$ cat config.mk
export PLATFORM = sky130hd
export DESIGN_NAME = l2_vector_normalize_core
export DESIGN_NICKNAME = d
export VERILOG_FILES = /design/src/rtl/core/l2vn_pkg.sv /design/src/rtl/core/l2vn_ram.sv /design/src/rtl/core/l2vn_isqrt.sv /design/src/rtl/core/l2_vector_normalize_core.sv
export SDC_FILE = /design/constraint.sdc
export NUM_CORES = 2
export LEC_CHECK = 0
export BUFFER_PORTS_ARGS = -buffer_cell sky130_fd_sc_hd__buf_4
export CORE_MARGIN = 2
export CORE_UTILIZATION = 59
export DETAILED_ROUTE_END_ITERATION = 8
export PLACE_DENSITY = 0.78
export SLEW_MARGIN = 20
export SYNTH_ARGS = -nofsm -noshare
export SYNTH_HDL_FRONTEND = slang
export SYNTH_SLANG_ARGS = --single-unit
$ cat constraint.sdc
create_clock -name clk -period 13.2 [get_ports clk]
set_clock_uncertainty 0.1 [all_clocks]
set_input_delay 1.32 -clock clk [delete_from_list [all_inputs] [get_ports clk]]
set_output_delay 1.32 -clock clk [all_outputs]
set_load 0.1 [all_outputs]
$ cat src/rtl/core/l2vn_pkg.sv
// Shared constants and types for the L2 vector normalisation core.
package l2vn_pkg;

    localparam int MAX_LEN  = 64;
    localparam int ADDR_W   = $clog2(MAX_LEN);
    localparam int CNT_W    = $clog2(MAX_LEN + 1);
    localparam int ELEM_W   = 16;
    localparam int MAG_W    = 17;
    localparam int SQ_W     = 34;
    localparam int SUM_W    = 37;
    localparam int INV_W    = 30;
    localparam int K_W      = $clog2(INV_W);
    localparam int PROD_W   = MAG_W + INV_W;
    localparam int ISQ_W    = 102;
    localparam int NORM_W   = 16;
    localparam int Q14_ONE  = 16384;

    typedef logic [ELEM_W-1:0] elem_t;
    typedef logic [SUM_W-1:0]  sum_t;
    typedef logic [INV_W-1:0]  inv_t;

    // handshake between sequencer and inverse square root unit
    typedef struct packed {
        logic start;
        sum_t sum;
    } isq_req_t;

    typedef struct packed {
        logic done;
        inv_t inv;
    } isq_rsp_t;

endpackage

$ cat src/rtl/core/l2vn_ram.sv
// Generic single-write, single-read synchronous RAM with registered read.
module l2vn_ram #(
    parameter int WIDTH = 16,
    parameter int DEPTH = 64
) (
    input  logic                     clk,
    input  logic                     we,
    input  logic [$clog2(DEPTH)-1:0] waddr,
    input  logic [WIDTH-1:0]         wdata,
    input  logic                     re,
    input  logic [$clog2(DEPTH)-1:0] raddr,
    output logic [WIDTH-1:0]         rdata
);

    logic [WIDTH-1:0] mem [DEPTH];

    always_ff @(posedge clk)
    begin
        if (we)
        begin
            mem[waddr] <= wdata;
        end
        if (re)
        begin
            rdata <= mem[raddr];
        end
    end

endmodule

$ cat src/rtl/core/l2vn_isqrt.sv
// Bit-serial inverse square root: largest q with (2q-1)^2 * s <= 2^62.
module l2vn_isqrt (
    input  logic               clk,
    input  logic               rst_n,
    input  l2vn_pkg::isq_req_t req,
    output l2vn_pkg::isq_rsp_t rsp
);
    import l2vn_pkg::*;

    localparam logic signed [ISQ_W-1:0] LIMIT = ISQ_W'(1) << 62;

    logic                    busy_reg, busy_next;
    logic                    phase_reg, phase_next;
    logic                    done_reg, done_next;
    logic [K_W-1:0]          k_reg, k_next;
    inv_t                    q_reg, q_next;
    logic signed [ISQ_W-1:0] p_reg, p_next;
    logic signed [ISQ_W-1:0] u_reg, u_next;
    logic signed [ISQ_W-1:0] x_reg, x_next;
    logic signed [ISQ_W-1:0] s_reg, s_next;
    logic [6:0]              sh_u;
    logic [6:0]              sh_s;
    logic signed [ISQ_W-1:0] cand;

    // t = 2q-1 held implicitly: p = t^2*s, u = t*s; a trial bit adds d = 2^(k+1) to t
    always_comb
    begin
        sh_u = 7'({2'b00, k_reg}) + 7'd2;
        sh_s = 7'({1'b0, k_reg, 1'b0}) + 7'd2;
        cand = x_reg + (s_reg <<< sh_s);
    end

    always_comb
    begin
        busy_next  = busy_reg;
        phase_next = phase_reg;
        done_next  = 1'b0;
        k_next     = k_reg;
        q_next     = q_reg;
        p_next     = p_reg;
        u_next     = u_reg;
        x_next     = x_reg;
        s_next     = s_reg;
        if (req.start)
        begin
            busy_next  = 1'b1;
            phase_next = 1'b0;
            k_next     = K_W'(INV_W - 1);
            q_next     = '0;
            s_next     = ISQ_W'(req.sum);
            p_next     = ISQ_W'(req.sum);
            u_next     = -ISQ_W'(req.sum);
        end
        else if (busy_reg)
        begin
            if (!phase_reg)
            begin
                // cross term first
                x_next     = p_reg + (u_reg <<< sh_u);
                phase_next = 1'b1;
            end
            else
            begin
                if (cand <= LIMIT)
                begin
                    p_next = cand;
                    u_next = u_reg + (s_reg <<< (sh_u - 7'd1));
                    q_next = q_reg | (INV_W'(1) << k_reg);
                end
                phase_next = 1'b0;
                if (k_reg == '0)
                begin
                    busy_next = 1'b0;
                    done_next = 1'b1;
                end
                else
                begin
                    k_next = k_reg - K_W'(1);
                end
            end
        end
    end

    always_ff @(posedge clk or negedge rst_n)
    begin
        if (!rst_n)
        begin
            busy_reg  <= 1'b0;
            phase_reg <= 1'b0;
            done_reg  <= 1'b0;
        end
        else
        begin
            busy_reg  <= busy_next;
            phase_reg <= phase_next;
            done_reg  <= done_next;
        end
    end

    always_ff @(posedge clk)
    begin
        k_reg <= k_next;
        q_reg <= q_next;
        p_reg <= p_next;
        u_reg <= u_next;
        x_reg <= x_next;
        s_reg <= s_next;
    end

    assign rsp.done = done_reg;
    assign rsp.inv  = q_reg;

endmodule

$ cat src/rtl/core/l2_vector_normalize_core.sv
// L2 normalisation core: element buffer, sum of squares, inverse norm, readout.
// Load: one element a cycle into the buffer RAM while the sum of squares builds.
// After the last element the bit-serial unit forms the inverse norm, a cross-term
// step and a trial step per result bit; an all-zero vector skips the unit.
// Readout per result: RAM read, multiply, format, then output, held until taken.
// rst_n clears the control state and sums; the buffer RAM is not cleared.
module l2_vector_normalize_core (
    input  logic                                  clk,
    input  logic                                  rst_n,
    input  logic                                  s_tvalid,
    output logic                                  s_tready,
    input  logic [l2vn_pkg::ELEM_W-1:0]           s_tdata,  // [15:0] element
    input  logic                                  s_tlast,  // is_last
    output logic                                  m_tvalid,
    input  logic                                  m_tready,
    output logic [47:0]                           m_tdata,  // [15:0] normalized, [45:16] inv_norm
    output logic [1:0]                            m_tuser,  // [0] zero_vector, [1] overflowed
    output logic                                  m_tlast   // last_out
);
    import l2vn_pkg::*;

    localparam logic [2:0] ST_LOAD  = 3'd0;
    localparam logic [2:0] ST_START = 3'd1;
    localparam logic [2:0] ST_WAIT  = 3'd2;
    localparam logic [2:0] ST_RD    = 3'd3;
    localparam logic [2:0] ST_MUL   = 3'd4;
    localparam logic [2:0] ST_FMT   = 3'd5;
    localparam logic [2:0] ST_OUT   = 3'd6;

    logic [2:0]          state_reg, state_next;
    sum_t                sum_reg, sum_next;
    logic [CNT_W-1:0]    cnt_reg, cnt_next;
    logic [CNT_W-1:0]    rd_reg, rd_next;
    logic                drop_reg, drop_next;
    logic                zero_reg, zero_next;
    inv_t                inv_reg, inv_next;
    logic [PROD_W-1:0]   prod_reg, prod_next;
    logic                sign_reg, sign_next;
    logic                vld_reg, vld_next;
    logic [NORM_W-1:0]   norm_reg, norm_next;
    logic                last_reg, last_next;

    logic                in_acc, out_acc, store;
    logic [MAG_W-1:0]    in_mag, rd_mag;
    logic [SQ_W-1:0]     in_sq;
    elem_t               rdata;
    logic                re;
    logic [PROD_W:0]     rnd;
    logic [14:0]         qmag;
    isq_req_t            isq_req;
    isq_rsp_t            isq_rsp;

    assign s_tready = (state_reg == ST_LOAD);
    assign in_acc   = s_tvalid && s_tready;
    assign out_acc  = vld_reg && m_tready;
    assign store    = in_acc && (cnt_reg < CNT_W'(MAX_LEN));
    assign re       = (state_reg == ST_RD);

    // magnitudes and square
    always_comb
    begin
        in_mag = s_tdata[ELEM_W-1] ? (MAG_W'(0) - MAG_W'(s_tdata)) : MAG_W'(s_tdata);
        if (s_tdata[ELEM_W-1])
        begin
            in_mag = MAG_W'(17'h10000) - MAG_W'(s_tdata);
        end
        in_sq  = SQ_W'(in_mag) * SQ_W'(in_mag);
        rd_mag = rdata[ELEM_W-1] ? (MAG_W'(17'h10000) - MAG_W'(rdata)) : MAG_W'(rdata);
        rnd    = (PROD_W+1)'(prod_reg) + (PROD_W+1)'(17'h08000);
        qmag   = ((rnd >> 16) > (PROD_W+1)'(Q14_ONE)) ? 15'(Q14_ONE) : rnd[30:16];
    end

    l2vn_ram #(
        .WIDTH (ELEM_W),
        .DEPTH (MAX_LEN)
    ) u_ram (
        .clk   (clk),
        .we    (store),
        .waddr (cnt_reg[ADDR_W-1:0]),
        .wdata (s_tdata),
        .re    (re),
        .raddr (rd_reg[ADDR_W-1:0]),
        .rdata (rdata)
    );

    assign isq_req.start = (state_reg == ST_START) && (sum_reg != '0);
    assign isq_req.sum   = sum_reg;

    l2vn_isqrt u_isqrt (
        .clk   (clk),
        .rst_n (rst_n),
        .req   (isq_req),
        .rsp   (isq_rsp)
    );

    // sequencer
    always_comb
    begin
        state_next = state_reg;
        sum_next   = sum_reg;
        cnt_next   = cnt_reg;
        rd_next    = rd_reg;
        drop_next  = drop_reg;
        zero_next  = zero_reg;
        inv_next   = inv_reg;
        prod_next  = prod_reg;
        sign_next  = sign_reg;
        vld_next   = vld_reg;
        norm_next  = norm_reg;
        last_next  = last_reg;
        case (state_reg)
            ST_LOAD:
            begin
                if (in_acc)
                begin
                    if (store)
                    begin
                        cnt_next = cnt_reg + CNT_W'(1);
                        sum_next = sum_reg + SUM_W'(in_sq);
                    end
                    else
                    begin
                        drop_next = 1'b1;
                    end
                    if (s_tlast)
                    begin
                        state_next = ST_START;
                    end
                end
            end
            ST_START:
            begin
                rd_next = '0;
                if (sum_reg == '0)
                begin
                    zero_next  = 1'b1;
                    inv_next   = '0;
                    state_next = ST_RD;
                end
                else
                begin
                    zero_next  = 1'b0;
                    state_next = ST_WAIT;
                end
            end
            ST_WAIT:
            begin
                if (isq_rsp.done)
                begin
                    inv_next   = isq_rsp.inv;
                    state_next = ST_RD;
                end
            end
            ST_RD:
            begin
                state_next = ST_MUL;
            end
            ST_MUL:
            begin
                prod_next  = PROD_W'(rd_mag) * PROD_W'(inv_reg);
                sign_next  = rdata[ELEM_W-1];
                state_next = ST_FMT;
            end
            ST_FMT:
            begin
                norm_next  = (sign_reg && (qmag != '0)) ? (NORM_W'(0) - NORM_W'(qmag))
                                                        : NORM_W'(qmag);
                last_next  = (rd_reg == (cnt_reg - CNT_W'(1)));
                vld_next   = 1'b1;
                state_next = ST_OUT;
            end
            ST_OUT:
            begin
                if (out_acc)
                begin
                    vld_next = 1'b0;
                    if (last_reg)
                    begin
                        sum_next   = '0;
                        cnt_next   = '0;
                        drop_next  = 1'b0;
                        state_next = ST_LOAD;
                    end
                    else
                    begin
                        rd_next    = rd_reg + CNT_W'(1);
                        state_next = ST_RD;
                    end
                end
            end
            default:
            begin
                state_next = ST_LOAD;
            end
        endcase
    end

    always_ff @(posedge clk or negedge rst_n)
    begin
        if (!rst_n)
        begin
            state_reg <= ST_LOAD;
            sum_reg   <= '0;
            cnt_reg   <= '0;
            rd_reg    <= '0;
            drop_reg  <= 1'b0;
            vld_reg   <= 1'b0;
        end
        else
        begin
            state_reg <= state_next;
            sum_reg   <= sum_next;
            cnt_reg   <= cnt_next;
            rd_reg    <= rd_next;
            drop_reg  <= drop_next;
            vld_reg   <= vld_next;
        end
    end

    always_ff @(posedge clk)
    begin
        zero_reg <= zero_next;
        inv_reg  <= inv_next;
        prod_reg <= prod_next;
        sign_reg <= sign_next;
        norm_reg <= norm_next;
        last_reg <= last_next;
    end

    assign m_tvalid = vld_reg;
    assign m_tdata  = {2'b00, inv_reg, norm_reg};
    assign m_tuser  = {drop_reg, zero_reg};
    assign m_tlast  = last_reg;

`ifndef ASSERT_OFF
    // input is never taken while a result is pending
    a_no_overlap: assert property (@(posedge clk) disable iff (!rst_n)
        !(s_tready && m_tvalid))
        else $error("input accepted during readout");

    // a zero vector yields zero normalised elements
    a_zero_out: assert property (@(posedge clk) disable iff (!rst_n)
        (m_tvalid && m_tuser[0]) |-> (m_tdata[15:0] == 16'd0))
        else $error("non-zero element for zero vector");

    // accepting the final result of a run resets the element count
    a_run_end: assert property (@(posedge clk) disable iff (!rst_n)
        (m_tvalid && m_tready && m_tlast) |=> (cnt_reg == '0 && s_tready))
        else $error("run state not cleared after readout");
`endif

endmodule
==> summary by stage <==
STA
Setup repair after global routing left no endpoint under its margin. The number of hold violations in the final report is 0. The worst slew margin relative to its limit is 0.147. Setup violations remaining at the end of the flow were counted as 0. The maximum clock frequency is 0.0926 GHz. The number of pins with negative max-slew slack in the final report is 0. The worst path in the final design needs a cycle of 10.79 ns, including I/O delays and setup. The actual slew at the worst max-slew pin is ~1.3 ns. Summed over all failing endpoints, the final setup total negative slack is 0 ns. The final critical-path share of the clock period is 0.818.

Synth
The share of synthesized area in the top cell type comes to 0.363. Of all cell types, the one taking the most synthesized area is sky130_fd_sc_hd__edfxtp_1. The post-synth design cell area is between 100000 and 150000 sq um.

For this run, the number of Yosys warnings is 0. By count the netlist is led by sky130_fd_sc_hd__edfxtp_1, sky130_fd_sc_hd__nand2_1, sky130_fd_sc_hd__inv_1. Among all cell types in the netlist, the one instantiated most often is sky130_fd_sc_hd__edfxtp_1. The synthesized area divided by synthesized cell count is between 10 and 15 sq um. After technology mapping, the gate count stands at roughly 11000. Yosys attributes the largest share of cell area to sky130_fd_sc_hd__edfxtp_1, sky130_fd_sc_hd__fa_1, sky130_fd_sc_hd__mux4_2. After synthesis the netlist holds a flip-flop and latch count of roughly 1600.

The share of the Yosys chip area taken by registers is 0.393. Yosys mapped a number of flops with a built-in enable equal to 1399. Yosys mapped the design onto ~110 distinct sky130hd cell types. After synthesis, the share of flip-flops with an asynchronous set or reset is 0.0379. In the synthesized netlist the dominant register cell turns out to be sky130_fd_sc_hd__edfxtp_1.

Global routing
The number of global-route vias before repair is roughly 89000. The overall global routing resource usage is 0.404. For this run the aggregate overflow at the end of global routing stands at 0. The pin count of the biggest net entering global routing is roughly 160. The first global-routing pass estimated about 590 mm of wire. The number of antenna violations at the first check in global routing is 17.

Job
The tool flagged a number of max-cap violations equal to 0.

Critical path
The count of buffer and inverter cells on the critical path is 3. Broken down by cell family, the worst path's largest delay share belongs to compound AO/OA/AOI/OAI gates. The required time of the critical path is 13.80 ns.

The data arrival time of the worst path is approximately 11 ns. The path depth of the worst reg2reg path is 28. The critical path in this run is classified as reg2reg. The total stage count of the critical path is 28. In this run the critical register-to-register path is launched from u_isqrt.k_reg[0]$_SDFFE_PP1P_. The kind of launch point of the worst setup path is a register. The reg-to-reg setup timing slack is around 2.4 ns.

The most numerous cell type found on the critical path is sky130_fd_sc_hd__nor2_1. STA classifies the critical path endpoint as a register. The delay of the slowest cell on the worst path is roughly 0.9 ns.

In this run the critical register-to-register path is captured at u_isqrt.p_reg[55]$_SDFFE_PP0P_. The highest fanout seen on the critical path is 90. The slowest library cell on the worst path is sky130_fd_sc_hd__dfxtp_4.

Floorplan
The placement row count is 162. The die boundary height is 447 um. The starting density of the core is 0.594. The floorplan step defined a core boundary enclosing ~190000 sq um. The floorplan step defined a die boundary enclosing ~200000 sq um.

The chip width is 447 um. 74 I/O pins were placed.

Clocking
TritonCTS built the clock tree. Post-CTS repair changed the size of 0 cells. Clock tree synthesis inserted a total of 161 buffers. The number of buffers added to fix hold violations after cts is 0.

The deepest level of the CTS H-tree is 4. The number of clock sinks is between 1500 and 2000. The clock passes through at most 3 buffers. The clock network latency to the later pin of the worst-skew pair is between 0.8 and 0.9 ns. Post-CTS timing repair inserted 0 buffers for setup. Clock-pin slew was measured on the worst setup and hold paths at ~0.06 ns.

The root buffer cell chosen for the clock tree is sky130_fd_sc_hd__clkbuf_16.

Cells and area
The register with the most flip-flops in the layout has between 1000 and 1500 of them. The storage element area is roughly 46000 sq um. The combined area of the multi-input logic cells is between 60000 and 70000 sq um. The layout has ~14000 filler cells. The post-layout net count is 11800. The register ranked first by flip-flop count is u_ram.mem. The area growth from synthesis to layout is 8.05%. The fraction of layout instances using a drive strength above 1 is 0.112.

Worst hold path
The worst hold-check path type is in2async.

Drt
Dividing the detail-routed wire length by the instance count gives ~30 um. For this block, the via count after detailed routing is between 90000 and 100k. The post-detailed-route DRC marker count is 0. After the first detailed-routing iteration, the DRC count stood at 12900. The number of routed nets with antenna violations is 0. The first TritonRoute pass finished after 9 iterations. The number of vias per cell after detailed routing is 6.83. The total detailed-routing wirelength is 405 mm.

Placed design
The count of buffers from port buffering is 71. After legalization and detailed placement, the total HPWL measured ~280 mm. The final weighted congestion in routability-driven placement is around 1.0.

Outcome
The flow ran to the end, and the final reports show no timing, DRC or antenna violations.
cells in the final DEF (no fill, tap or decap), types with 164 or more instances in the layout:
master                      Yosys  routed
sky130_fd_sc_hd__nand3_1      216     215
sky130_fd_sc_hd__nand2_1     1184    1183
sky130_fd_sc_hd__edfxtp_1    1399    1399
sky130_fd_sc_hd__mux2i_1      166     166
sky130_fd_sc_hd__a21o_1       252     252
sky130_fd_sc_hd__buf_4          5     247
sky130_fd_sc_hd__and2_1       231     231
sky130_fd_sc_hd__ha_1         552     549
sky130_fd_sc_hd__fa_1         648     648
sky130_fd_sc_hd__mux4_2       464     464
sky130_fd_sc_hd__inv_1        940     940
sky130_fd_sc_hd__o21ai_0      500     497
sky130_fd_sc_hd__clkbuf_16      0     164
sky130_fd_sc_hd__xnor2_1      296     275
sky130_fd_sc_hd__a21oi_1      609     609
sky130_fd_sc_hd__nor2_1       832     831
layer usage:
layer,part of all wire,vias up,track usage
met3,0.12,1511,0.0906
met1,0.36,44700,0.521
met5,0.00020,-,0
met2,0.45,6795,0.630
li1,-,38000,-
met4,0.073,14,0.237
cell type report:
type | instances | area share
Inverter | 946 | 0.0284
Multi-Input combinational cell | 7641 | 0.519
Timing Repair Buffer | 252 | 0.0158
Tap cell | 2624 | 0.0263
Sequential cell | 1558 | 0.364
Antenna cell | 14 | 0.000280
Clock buffer | 192 | 0.0342
Clock inverter | 107 | 0.0115
worst max-delay path by stage:
stage                                              from                             end
after global placement    u_isqrt.k_reg[0]$_SDFFE_PP1P_  u_isqrt.p_reg[45]$_SDFFE_PP0P_
final                     u_isqrt.k_reg[0]$_SDFFE_PP1P_  u_isqrt.p_reg[55]$_SDFFE_PP0P_
after global routing      u_isqrt.k_reg[0]$_SDFFE_PP1P_  u_isqrt.p_reg[55]$_SDFFE_PP0P_
after CTS                 u_isqrt.k_reg[0]$_SDFFE_PP1P_  u_isqrt.p_reg[55]$_SDFFE_PP0P_
after detailed placement                     s_tdata[2]         sum_reg[31]$_DFFE_PN0P_
after floorplan                  sum_reg[0]$_DFFE_PN0P_      u_isqrt.x_reg[0]$_DFFE_PP_
worst register-to-register path: cells and delay by family (launching register included):
| family | cells | cell delay (ns) |
|---|---|---|
| compound gates | 7 | 3.29 |
| fa+ha+maj | 2 | 1.38 |
| buf+inv | 3 | 1.72 |
| flops | 1 | 0.90 |
| simple gates | 16 | 3.28 |
logic make-up after synthesis:
logic type / after synthesis / synth area share
AO/OA/AOI/OAI: 2136 / 0.117
XOR/XNOR: 448 / 0.0339
adder cells (fa/ha/maj): 1200 / 0.172
buffers and inverters: 1561 / 0.0513
flip-flops: 1558 / 0.393
multiplexers: 704 / 0.112
other: 2 / 0.0000649
AND/OR/NAND/NOR: 3080 / 0.121
per-stage QoR:
stage	cells	hold WS, ns	setup slack [ns]	utilization	cell area (sq um)
final	13300	0.278	2.41	0.642	125000
after global routing	13300	0.306	2.15	0.642	125000
after CTS	13300	0.251	2.72	0.641	125000
after detailed placement	13000	0.332	2.58	0.612	119000
after global placement	13000	0.321	2.79	0.612	119000
after floorplan	10800	0.311	1.17	-	116000
Power is not shown: default switching activity piles up to over one toggle a cycle in this logic, so the estimate is an artifact.
